[src/rtl/ubfb_pkg.sv]
// types and constants shared by the udp broadcast frame builder
package ubfb_pkg;

  localparam int HDR_BYTES = 42;
  localparam int HDR_BITS  = HDR_BYTES * 8;

  localparam logic [0:0] ACT_START = 1'b0;
  localparam logic [0:0] ACT_BYTE  = 1'b1;

  localparam logic [1:0] STATUS_OK      = 2'd0;
  localparam logic [1:0] STATUS_TOO_BIG = 2'd1;
  localparam logic [1:0] STATUS_SEQ     = 2'd2;

  localparam logic [7:0] REG_SOURCE_MAC  = 8'd0;
  localparam logic [7:0] REG_SOURCE_IPV4 = 8'd1;
  localparam logic [7:0] REG_SOURCE_PORT = 8'd2;
  localparam logic [7:0] REG_DEST_PORT   = 8'd3;

  localparam logic [47:0] BCAST_MAC  = 48'hFFFF_FFFF_FFFF;
  localparam logic [15:0] ETH_IPV4   = 16'h0800;
  localparam logic [15:0] IP_VER_TOS = 16'h4500;
  localparam logic [7:0]  IP_TTL     = 8'd64;
  localparam logic [7:0]  IP_PROTO   = 8'd17;
  localparam logic [31:0] BCAST_IP   = 32'hFFFF_FFFF;
  localparam logic [15:0] IP_UDP_HDR = 16'd28;
  localparam logic [15:0] UDP_HDR    = 16'd8;

  // 0x4500 + 0x4011 + 0xffff + 0xffff
  localparam logic [18:0] CSUM_BASE = 19'h2850F;

  typedef enum logic [1:0] {
    ST_IDLE,
    ST_SUM,
    ST_HDR,
    ST_PAD
  } state_t;

  typedef struct packed {
    logic [0:0]  action;
    logic [10:0] payload_length;
    logic [7:0]  payload_byte;
  } in_beat_t;

  typedef struct packed {
    logic [7:0] frame_byte;
    logic       end_of_frame;
    logic [1:0] status;
  } out_beat_t;

endpackage

[src/rtl/udp_broadcast_frame_builder_core.sv]
// udp broadcast frame builder: header shift register, checksum sequencer, padding
//
// Usage: write source_mac, source_ipv4, source_port and destination_port on the
// cfg channel (index 0..3, always ready) while no frame is in flight. On the in
// channel a start beat (action 0) gives the payload length; the block then adds
// the source IPv4 words into the header checksum one 16-bit word per cycle, folds
// the carry, loads the 42-byte header into a shift register and sends it one
// byte per cycle while out_stall is low. Each payload beat (action 1) passes its
// byte through the output register, so payload runs at one byte per cycle while
// out_stall is low. After the last payload byte the frame is zero-padded to
// MIN_FRAME_BYTES and end_of_frame marks the final byte. Bad items give one beat
// with a nonzero status. Results leave through a single output register; when
// out_stall is high a valid beat holds and the in channel, header and padding
// wait, but not the checksum steps. Reset (rst, synchronous) clears the control
// and config registers (not acc, hdr_sr or out_data), closes any open frame and
// empties the output register.
module udp_broadcast_frame_builder_core #(
  parameter int MAX_PAYLOAD     = 1472,
  parameter int MIN_FRAME_BYTES = 60
) (
  input  logic                clk,
  input  logic                rst,
  input  logic                in_valid,
  output logic                in_stall,
  input  ubfb_pkg::in_beat_t  in_data,
  output logic                out_valid,
  input  logic                out_stall,
  output ubfb_pkg::out_beat_t out_data,
  input  logic                cfg_valid,
  output logic                cfg_ready,
  input  logic [7:0]          cfg_index,
  input  logic [47:0]         cfg_data
);

  localparam int PAD_MAX = MIN_FRAME_BYTES - ubfb_pkg::HDR_BYTES;
  localparam int PAD_W   = $clog2(PAD_MAX + 2);
  localparam logic [10:0] PAD_MAX_L = 11'(PAD_MAX);
  localparam logic [10:0] MAX_LEN_L = 11'(MAX_PAYLOAD);
  localparam logic [5:0]  HDR_LAST  = 6'(ubfb_pkg::HDR_BYTES - 1);
  localparam int HB = ubfb_pkg::HDR_BITS;

  logic [47:0] source_mac;
  logic [31:0] source_ipv4;
  logic [15:0] source_port;
  logic [15:0] destination_port;

  ubfb_pkg::state_t state, state_next;
  logic        frame_open, frame_open_next;
  logic [10:0] bytes_left, bytes_left_next;
  logic [10:0] pay_len, pay_len_next;
  logic [18:0] acc, acc_next;
  logic [1:0]  sum_cnt, sum_cnt_next;
  logic [5:0]  hdr_cnt, hdr_cnt_next;
  logic [HB-1:0] hdr_sr, hdr_sr_next;
  logic [PAD_W-1:0] pad_left, pad_left_next;
  logic        out_valid_next;
  ubfb_pkg::out_beat_t out_data_next;

  logic        adv;
  logic [18:0] acc_fold;
  logic [15:0] ck;
  logic [15:0] ip_len;
  logic [15:0] udp_len;
  logic [PAD_W-1:0] pad_frame;
  logic [PAD_W-1:0] pad_hdr;

  assign cfg_ready = 1'b1;

  always_ff @(posedge clk) begin
    if (rst) begin
      source_mac       <= '0;
      source_ipv4      <= '0;
      source_port      <= '0;
      destination_port <= '0;
    end else if (cfg_valid) begin
      unique case (cfg_index)
        ubfb_pkg::REG_SOURCE_MAC:  source_mac       <= cfg_data;
        ubfb_pkg::REG_SOURCE_IPV4: source_ipv4      <= cfg_data[31:0];
        ubfb_pkg::REG_SOURCE_PORT: source_port      <= cfg_data[15:0];
        ubfb_pkg::REG_DEST_PORT:   destination_port <= cfg_data[15:0];
        default: ;
      endcase
    end
  end

  assign adv      = !out_valid || !out_stall;
  assign acc_fold = 19'(acc[15:0]) + 19'(acc[18:16]);
  assign ck       = ~acc_fold[15:0];
  assign ip_len   = 16'(pay_len) + ubfb_pkg::IP_UDP_HDR;
  assign udp_len  = 16'(pay_len) + ubfb_pkg::UDP_HDR;
  assign pad_frame = (pay_len < PAD_MAX_L) ? PAD_W'(PAD_MAX_L - pay_len) : '0;
  assign pad_hdr   = PAD_W'(PAD_MAX_L);

  always_comb begin
    state_next      = state;
    frame_open_next = frame_open;
    bytes_left_next = bytes_left;
    pay_len_next    = pay_len;
    acc_next        = acc;
    sum_cnt_next    = sum_cnt;
    hdr_cnt_next    = hdr_cnt;
    hdr_sr_next     = hdr_sr;
    pad_left_next   = pad_left;
    out_valid_next  = out_valid && out_stall;
    out_data_next   = out_data;
    in_stall        = 1'b1;

    unique case (state)
      ubfb_pkg::ST_IDLE: begin
        in_stall = !adv;
        if (in_valid && adv) begin
          out_valid_next = 1'b1;
          out_data_next  = '{frame_byte: 8'h00, end_of_frame: 1'b0,
                             status: ubfb_pkg::STATUS_SEQ};
          if (in_data.action == ubfb_pkg::ACT_START) begin
            if (frame_open) begin
              out_valid_next = 1'b1;
            end else if (in_data.payload_length > MAX_LEN_L) begin
              out_data_next.status = ubfb_pkg::STATUS_TOO_BIG;
            end else begin
              out_valid_next = 1'b0;
              pay_len_next   = in_data.payload_length;
              acc_next       = ubfb_pkg::CSUM_BASE + 19'(ubfb_pkg::IP_UDP_HDR)
                             + 19'(in_data.payload_length);
              sum_cnt_next   = '0;
              state_next     = ubfb_pkg::ST_SUM;
            end
          end else if (frame_open && bytes_left != '0) begin
            bytes_left_next          = bytes_left - 11'd1;
            out_data_next.frame_byte = in_data.payload_byte;
            out_data_next.status     = ubfb_pkg::STATUS_OK;
            if (bytes_left == 11'd1) begin
              frame_open_next            = 1'b0;
              out_data_next.end_of_frame = (pad_frame == '0);
              if (pad_frame != '0) begin
                pad_left_next = pad_frame;
                state_next    = ubfb_pkg::ST_PAD;
              end
            end
          end
        end
      end
      ubfb_pkg::ST_SUM: begin
        sum_cnt_next = sum_cnt + 2'd1;
        case (sum_cnt)
          2'd0: acc_next = acc + 19'(source_ipv4[31:16]);
          2'd1: acc_next = acc + 19'(source_ipv4[15:0]);
          2'd2: acc_next = acc_fold;
          default: begin
            hdr_sr_next = {ubfb_pkg::BCAST_MAC, source_mac, ubfb_pkg::ETH_IPV4,
                           ubfb_pkg::IP_VER_TOS, ip_len, 32'h0,
                           ubfb_pkg::IP_TTL, ubfb_pkg::IP_PROTO, ck, source_ipv4,
                           ubfb_pkg::BCAST_IP, source_port, destination_port,
                           udp_len, 16'h0};
            hdr_cnt_next = '0;
            state_next   = ubfb_pkg::ST_HDR;
          end
        endcase
      end
      ubfb_pkg::ST_HDR: begin
        if (adv) begin
          out_valid_next = 1'b1;
          out_data_next  = '{frame_byte: hdr_sr[HB-1 -: 8], end_of_frame: 1'b0,
                             status: ubfb_pkg::STATUS_OK};
          hdr_sr_next    = {hdr_sr[HB-9:0], 8'h00};
          hdr_cnt_next   = hdr_cnt + 6'd1;
          if (hdr_cnt == HDR_LAST) begin
            state_next = ubfb_pkg::ST_IDLE;
            if (pay_len == '0) begin
              out_data_next.end_of_frame = (pad_hdr == '0);
              if (pad_hdr != '0) begin
                pad_left_next = pad_hdr;
                state_next    = ubfb_pkg::ST_PAD;
              end
            end else begin
              frame_open_next = 1'b1;
              bytes_left_next = pay_len;
            end
          end
        end
      end
      ubfb_pkg::ST_PAD: begin
        if (adv) begin
          out_valid_next = 1'b1;
          out_data_next  = '{frame_byte: 8'h00, end_of_frame: (pad_left == PAD_W'(1)),
                             status: ubfb_pkg::STATUS_OK};
          pad_left_next  = pad_left - PAD_W'(1);
          if (pad_left == PAD_W'(1)) begin
            state_next = ubfb_pkg::ST_IDLE;
          end
        end
      end
      default: state_next = ubfb_pkg::ST_IDLE;
    endcase
  end

  always_ff @(posedge clk) begin
    if (rst) begin
      state      <= ubfb_pkg::ST_IDLE;
      frame_open <= 1'b0;
      bytes_left <= '0;
      pay_len    <= '0;
      out_valid  <= 1'b0;
      sum_cnt    <= '0;
      hdr_cnt    <= '0;
      pad_left   <= '0;
    end else begin
      state      <= state_next;
      frame_open <= frame_open_next;
      bytes_left <= bytes_left_next;
      pay_len    <= pay_len_next;
      out_valid  <= out_valid_next;
      sum_cnt    <= sum_cnt_next;
      hdr_cnt    <= hdr_cnt_next;
      pad_left   <= pad_left_next;
    end
  end

  always_ff @(posedge clk) begin
    acc      <= acc_next;
    hdr_sr   <= hdr_sr_next;
    out_data <= out_data_next;
  end

  a_open_has_bytes: assert property (@(posedge clk) disable iff (rst)
    frame_open |-> bytes_left != '0)
    else $error("open frame with no bytes left");

  a_pad_nonzero: assert property (@(posedge clk) disable iff (rst)
    state == ubfb_pkg::ST_PAD |-> pad_left != '0)
    else $error("padding with empty count");

  a_err_beat_clean: assert property (@(posedge clk) disable iff (rst)
    out_valid && out_data.status != ubfb_pkg::STATUS_OK
      |-> !out_data.end_of_frame && out_data.frame_byte == 8'h00)
    else $error("error beat carries data");

  a_hdr_closed: assert property (@(posedge clk) disable iff (rst)
    (state == ubfb_pkg::ST_HDR || state == ubfb_pkg::ST_SUM) |-> !frame_open)
    else $error("header sent while a frame is open");

  a_busy_stalls: assert property (@(posedge clk) disable iff (rst)
    state != ubfb_pkg::ST_IDLE |=> $past(state) == ubfb_pkg::ST_IDLE || $past(in_stall))
    else $error("item taken while busy");

endmodule

[config.mk]
export PLATFORM = sky130hd
export DESIGN_NAME = udp_broadcast_frame_builder_core
export DESIGN_NICKNAME = d
export VERILOG_FILES = /design/src/rtl/ubfb_pkg.sv /design/src/rtl/udp_broadcast_frame_builder_core.sv
export SDC_FILE = /design/constraint.sdc
export NUM_CORES = 1
export LEC_CHECK = 0
export ABC_AREA = 1
export BUFFER_PORTS_ARGS = -buffer_cell sky130_fd_sc_hd__buf_4
export CORE_UTILIZATION = 25
export DETAILED_ROUTE_END_ITERATION = 10
export SYNTH_ARGS = -nofsm -noshare
export SYNTH_HDL_FRONTEND = slang
export SYNTH_SLANG_ARGS = --single-unit
[constraint.sdc]
create_clock -name clk -period 5.7 [get_ports clk]
set_clock_uncertainty 0.05 [all_clocks]
set_input_delay 0.57 -clock clk [delete_from_list [all_inputs] [get_ports clk]]
set_output_delay 0.57 -clock clk [all_outputs]
set_load 0.02 [all_outputs]
### Word-level counts from Yosys, hierarchy flattened

Cells that the tools add are included.

| storage, ports and cells | value |
|---|---|
| register bits after elaboration | 517 |
| input port bits | 81 |
| output and inout port bits | 14 |
| word-level logic and storage cells | 173 |

| cells by class | value |
|---|---|
| add/subtract/negate cells | 11 |
| $lt $le $gt $ge | 2 |
| equal/unequal tests | 32 |
| muxes and demuxes | 74 |
| bitwise logic cells | 4 |
| reduce and logical (&&, ||, !) cells | 33 |

Operators by type and width:

| operator | number |
|---|---|
| $mux W336 | 2 |
| $pmux W336 S2 | 1 |
| $mux W11 | 10 |
| $mux W19 | 4 |
| $pmux W19 S3 | 1 |
| $mux W5 | 10 |
| $mux W2 | 20 |
| $add A19 B16 Y19 | 2 |
| $pmux W19 S2 | 1 |
| $pmux W11 S3 | 1 |
| $ne A2 B2 Y1 const B | 15 |
| $pmux W11 S2 | 1 |
| $add A18 B11 Y19 const A | 1 |
| $add A16 B3 Y17 | 1 |
| $eq A8 B2 Y1 const B | 2 |
| $not A16 Y16 | 1 |
| $ne A3 B3 Y1 const B | 5 |
| $pmux W5 S3 | 1 |
| $mux W1 | 14 |
| $add A11 B4 Y12 const B | 1 |
| $add A11 B5 Y12 const B | 1 |
| $mux W6 | 2 |
| $pmux W6 S2 | 1 |
| $eq A11 B1 Y1 const B | 1 |
| other kinds (40) | 57 |

### Longest topological paths before layout

| depth | value |
|---|---|
| depth after elaboration | 9 |
| depth in mapped cells | 17 |
| gate-level depth less buffers | 16 |

### Worst setup path after synthesis

OpenSTA, ideal clock, no wires.

| path | value |
|---|---|
| path type | input -> register |
| start point | input port out_stall |
| end point | register hdr_cnt[5] |
| setup time | 0.080 ns |
| arrival | 5.057 ns |
| required time | 5.570 ns |
| slack | 0.513 ns |
| stages | 7 |
| buffers on the path | 0 |
| path through | nand2_1 a21oi_2 inv_2 and3_1 nand2_1 nand2_1 nor3b_1 |

| between the ends | value |
|---|---|
| longest elaborated chain between the ends | 4 |

Ends and longest elaborated chain:

| what | RTL line | source |
|---|---|---|
| from (decl) | udp_broadcast_frame_builder_core.sv:27 | `input logic out_stall,` |
| $logic_not A1 Y1 | udp_broadcast_frame_builder_core.sv:86 | `assign adv = !out_valid \|\| !out_stall;` |
| $logic_or A1 B1 Y1 | udp_broadcast_frame_builder_core.sv:86 |  |
| $ne A2 B2 Y1 (no line) | -- |  |
| $reduce_and A3 Y1 (no line) | -- |  |
| to (signal assigned) | udp_broadcast_frame_builder_core.sv:214 | `hdr_cnt <= hdr_cnt_next;` |
| to (decl) | udp_broadcast_frame_builder_core.sv:53 | `logic [5:0] hdr_cnt, hdr_cnt_next;` |

Every way passes these cells.
A chain may end at the register's enable or synchronous reset.

### Final worst setup path

| path | value |
|---|---|
| start point | register sum_cnt[1] |
| end point | register acc[12] (data pin) |

| between the ends | value |
|---|---|
| longest elaborated chain between the ends | 3 |
| elaborated cells on any way between the ends | 5 |
| classes of those cells | eq/ne: 2; mux: 2; reduce/logical: 1 |

Ends and longest elaborated chain:

| what | RTL line | source |
|---|---|---|
| from (decl) | udp_broadcast_frame_builder_core.sv:52 | `logic [1:0] sum_cnt, sum_cnt_next;` |
| from (signal assigned) | udp_broadcast_frame_builder_core.sv:213 | `sum_cnt <= sum_cnt_next;` |
| $eq A2 B2 Y1 (tied with other cells) | udp_broadcast_frame_builder_core.sv:145 | `case (sum_cnt)` |
| $pmux W19 S3 (*) | udp_broadcast_frame_builder_core.sv:145 |  |
| $pmux W19 S2 (*) | udp_broadcast_frame_builder_core.sv:108 | `unique case (state)` |
| to (signal assigned) | udp_broadcast_frame_builder_core.sv:220 | `acc <= acc_next;` |
| to (decl) | udp_broadcast_frame_builder_core.sv:51 | `logic [18:0] acc, acc_next;` |

Every way passes the cells marked *; elsewhere a longest branch is shown, timed or not.

==> results.py <==
metrics = {
    "placement": {
        "place_hpwl_um": 35780,
        "io_buffers": 93,
        "post-place-ws_ns": 2.244,
        "gp_congestion": 0.8549,
    },
    "cts": {
        "cts_made_buffers": 53,
        "htreeDepth": 2,
        "insertion_delay_ns": 0.60,
        "clk_pin_slew_ns": 0.06,
        "post_cts_resized": 0,
        "cts_setup_buffers": 0,
        "hold_buffers": 0,
        "clock_sinks": 501,
        "cts_max_path_buffers": 3,
        "root_buffer": "clkbuf_16",
        "cts_tree": "yes",
    },
    "setup_path": {
        "crit_path_end_kind": "flip-flop",
        "r2r_cells": 15,
        "worst-setup-path-type": "flip-flop to flip-flop",
        "crit_chain": "inv_1 > ha_1 > nand2_1 > o21ai_0 > ha_1 > inv_1 > fa_1 > nor3_1 > nor2_1 > o21bai_1 > nand3_1 > nand3_1 > nand3_1 > nand2_1 > inv_1",
        "cpMaxStageDelayCell": "ha_1",
        "slowest_delay_ns": 0.78,
        "critical_path_required_ns": 6.00,
        "worstPathArrival_ns": 3.77,
        "crit_fanout": 32,
        "start_kind": "flip-flop",
    },
    "synth": {
        "synthArstFlopShare_pct": 0,
        "seq_area_frac_synth_pct": 61.30,
        "syn_avg_cell_area_um2": 9.467,
        "synth_edf_count": 350,
        "synth_flop_cell": "edfxtp_1",
        "yosys_warnings": 0,
        "syn-num-nets": 2453,
        "syn-cell-area_um2": 22080,
        "ys_ff_latch": 501,
        "synth_cell_types": 51,
        "synth_cells": 2332,
    },
    "sta": {
        "fmax_ghz": 0.2887,
        "slew_headroom_pct": 32.29,
        "worst_pin_slew_ns": 1.016,
        "maxSlewViolCount": 0,
        "setup_violations": 0,
        "finalHoldViolCount": 0,
        "period_share_pct": 60.76,
        "worst_slack_ns": 2.236,
        "setup_tns_ns": 0,
        "rsz0062_at_grt": "no",
        "min_period_ns": 3.464,
    },
    "global_route": {
        "grt_pass1_vias": 14870,
        "antenna_found_initial": 0,
        "grt-ovfl-total": 0,
        "grt_usage_pct": 11.95,
        "grt_max_degree": 203,
        "grt_pass1_wl_um": 84230,
    },
    "pwr": {
        "p_leak_nw": 9.746,
        "p_per_area_nw_per_um2": 434.4,
        "irDropWorstVdd_mv": 0.2753,
    },
    "floorplan": {
        "die_w_um": 299.2,
        "ios": 95,
        "start_util_pct": 25.33,
        "die-area_um2": 89500,
        "design.core.area_um2": 87160,
        "rows": 108,
        "die_h_um": 299.2,
    },
    "drt": {
        "wl_per_cell_um": 15.10,
        "drc": 0,
        "drt-initial-drc-count": 1157,
        "routed_wl_um": 54220,
        "viasPerCell": 4.384,
        "wl_met3_um": 2449,
        "wl_met2_um": 25730,
        "dr.pass1.iters": 5,
        "vias": 15740,
        "top_layer": "met4",
        "ant_nets": 0,
        "wl_met1_um": 24470,
    },
    "min_path": {
        "hold_path_depth": 3,
        "holdCritPathClass": "input port to flip-flop",
    },
    "final_layout": {
        "area_growth_pct": 16.46,
        "final_layout_size_suffix_gt1_share_pct": 12.32,
        "nNetsFinal": 2515,
        "num_antenna_cells": 0,
    },
    "status": {
        "status": "finished clean",
    },
    "flow_run": {
        "cap_violations": 0,
    },
}
==> per-stage QoR <==
step	area [um^2]	utilization (%)	total power, mW	hold slack, ns	std cells
finish	25710	29.50	11.17	0.1856	3591
global placement	23920	27.45	7.707	0.4029	3494
global route	25710	29.50	11.78	0.1640	3591
CTS	25710	29.50	11.30	0.1355	3591
floorplan	22080	-	6.981	0.3896	2332
detailed placement	23920	27.45	7.711	0.4056	3494
==> registers in the layout, summed over array words and instances (netlist names) <==
name,flops
state,2
source_ipv4,32
hdr_sr,320
pad_left,5
out_valid,1
frame_open,1
acc,19
pay_len,11
source_port,16
out_data,11
destination_port,16
bytes_left,11
sum_cnt,2
source_mac,48
hdr_cnt,6
==> logic make-up (layout without fill, tap and decap cells) <==
family / count (synthesis) / count (layout) / synth area share (%)
simple gates: 1096 / 1096 / 20.94
flops: 501 / 501 / 61.30
compound gates: 364 / 364 / 8.898
buf+inv: 306 / 410 / 5.560
fa+ha+maj: 40 / 40 / 2.335
xor+xnor: 24 / 24 / 0.9522
other cells: 1 / 1 / 0.01699
==> critical path, delay by kind of cell, from the launching register on <==
family / cells / cell delay, ns
AOI/OAI and AO/OA: 2 / 0.40
buffers and inverters: 3 / 0.18
DFF: 1 / 0.34
and+or+nand+nor: 7 / 0.85
adders and majority gates: 3 / 1.39
==> report_power, final <==
part           switching, mW  internal (mW)  total, mW
clock network           1.45           2.11       3.56
registers              0.259           4.74       4.99
logic                   1.86          0.757       2.62
==> layer usage <==
layer,track usage [%],vias up
li1,-,7816
met1,16.04,7479
met2,19.58,364
met3,1.841,85
met4,3.972,0
met5,0,-
==> worst paths after layout <==
kind | startpoint | to | slack, ns
max | sum_cnt[1]$_SDFFE_PP0P_ | acc[12]$_SDFFCE_PN0P_ | 2.24
min reg2reg | pad_left[1]$_SDFFE_PP0P_ | pad_left[1]$_SDFFE_PP0P_ | 0.42
max reg2reg | sum_cnt[1]$_SDFFE_PP0P_ | acc[12]$_SDFFCE_PN0P_ | 2.24
min | cfg_data[42] | source_mac[42]$_SDFFE_PP0P_ | 0.19
==> cells in the final DEF, fill, tap and decap left out, types with 6 or more instances in the layout <==
cell       instances
clkbuf_8           7
or2_1             22
nand4_1           16
bufinv_16          6
edfxtp_1         350
clkinv_1           6
clkbuf_16         54
nor2_2             8
buf_4            105
a21oi_1           83
inv_2             10
o21ai_0          222
inv_1            191
nand3_1           53
a31oi_1            9
ha_1              38
dfxtp_1          151
o21ai_1            7
nand2_1          528
xor2_1            18
or2_2             70
xnor2_1            6
nor3_1            16
a32o_1             8
o22ai_1            7
clkbuf_1          10
nor2_1           358
==> synth_stat cells (4+ instances only) <==
cell type	instances	share of area, %
a22oi_1	4	0.14
inv_1	192	3.3
o22ai_1	7	0.20
a21oi_1	84	1.9
buf_6	4	0.20
xor2_1	18	0.71
edfxtp_1	350	48
or2_1	22	0.62
buf_2	30	0.68
clkbuf_1	62	1.1
inv_2	11	0.19
ha_1	38	2.2
nor3_1	16	0.36
xnor2_1	6	0.24
nand4_1	16	0.45
nand3b_1	5	0.17
nand2_1	528	9.0
nor2_2	7	0.20
a32o_1	8	0.36
o21ai_1	7	0.16
dfxtp_1	151	14
nor2_4	5	0.26
or2_2	70	2.0
a21o_1	5	0.17
nor2_1	359	6.1
nand3_1	53	1.2
a31oi_1	9	0.26
o21ai_0	222	5.0
a211oi_1	5	0.17
==> final cells by class <==
cell class | instances | area [um^2]
timing repair buffer | 107 | 828.3
tap | 1155 | 1445
inverter | 206 | 795.8
fill | 9129 | 61450
sequential | 501 | 13530
multi-input combinational | 1525 | 7322
clock inverter | 25 | 292.8
clock buffer | 72 | 1493
Power figures use the tool's default switching activity.
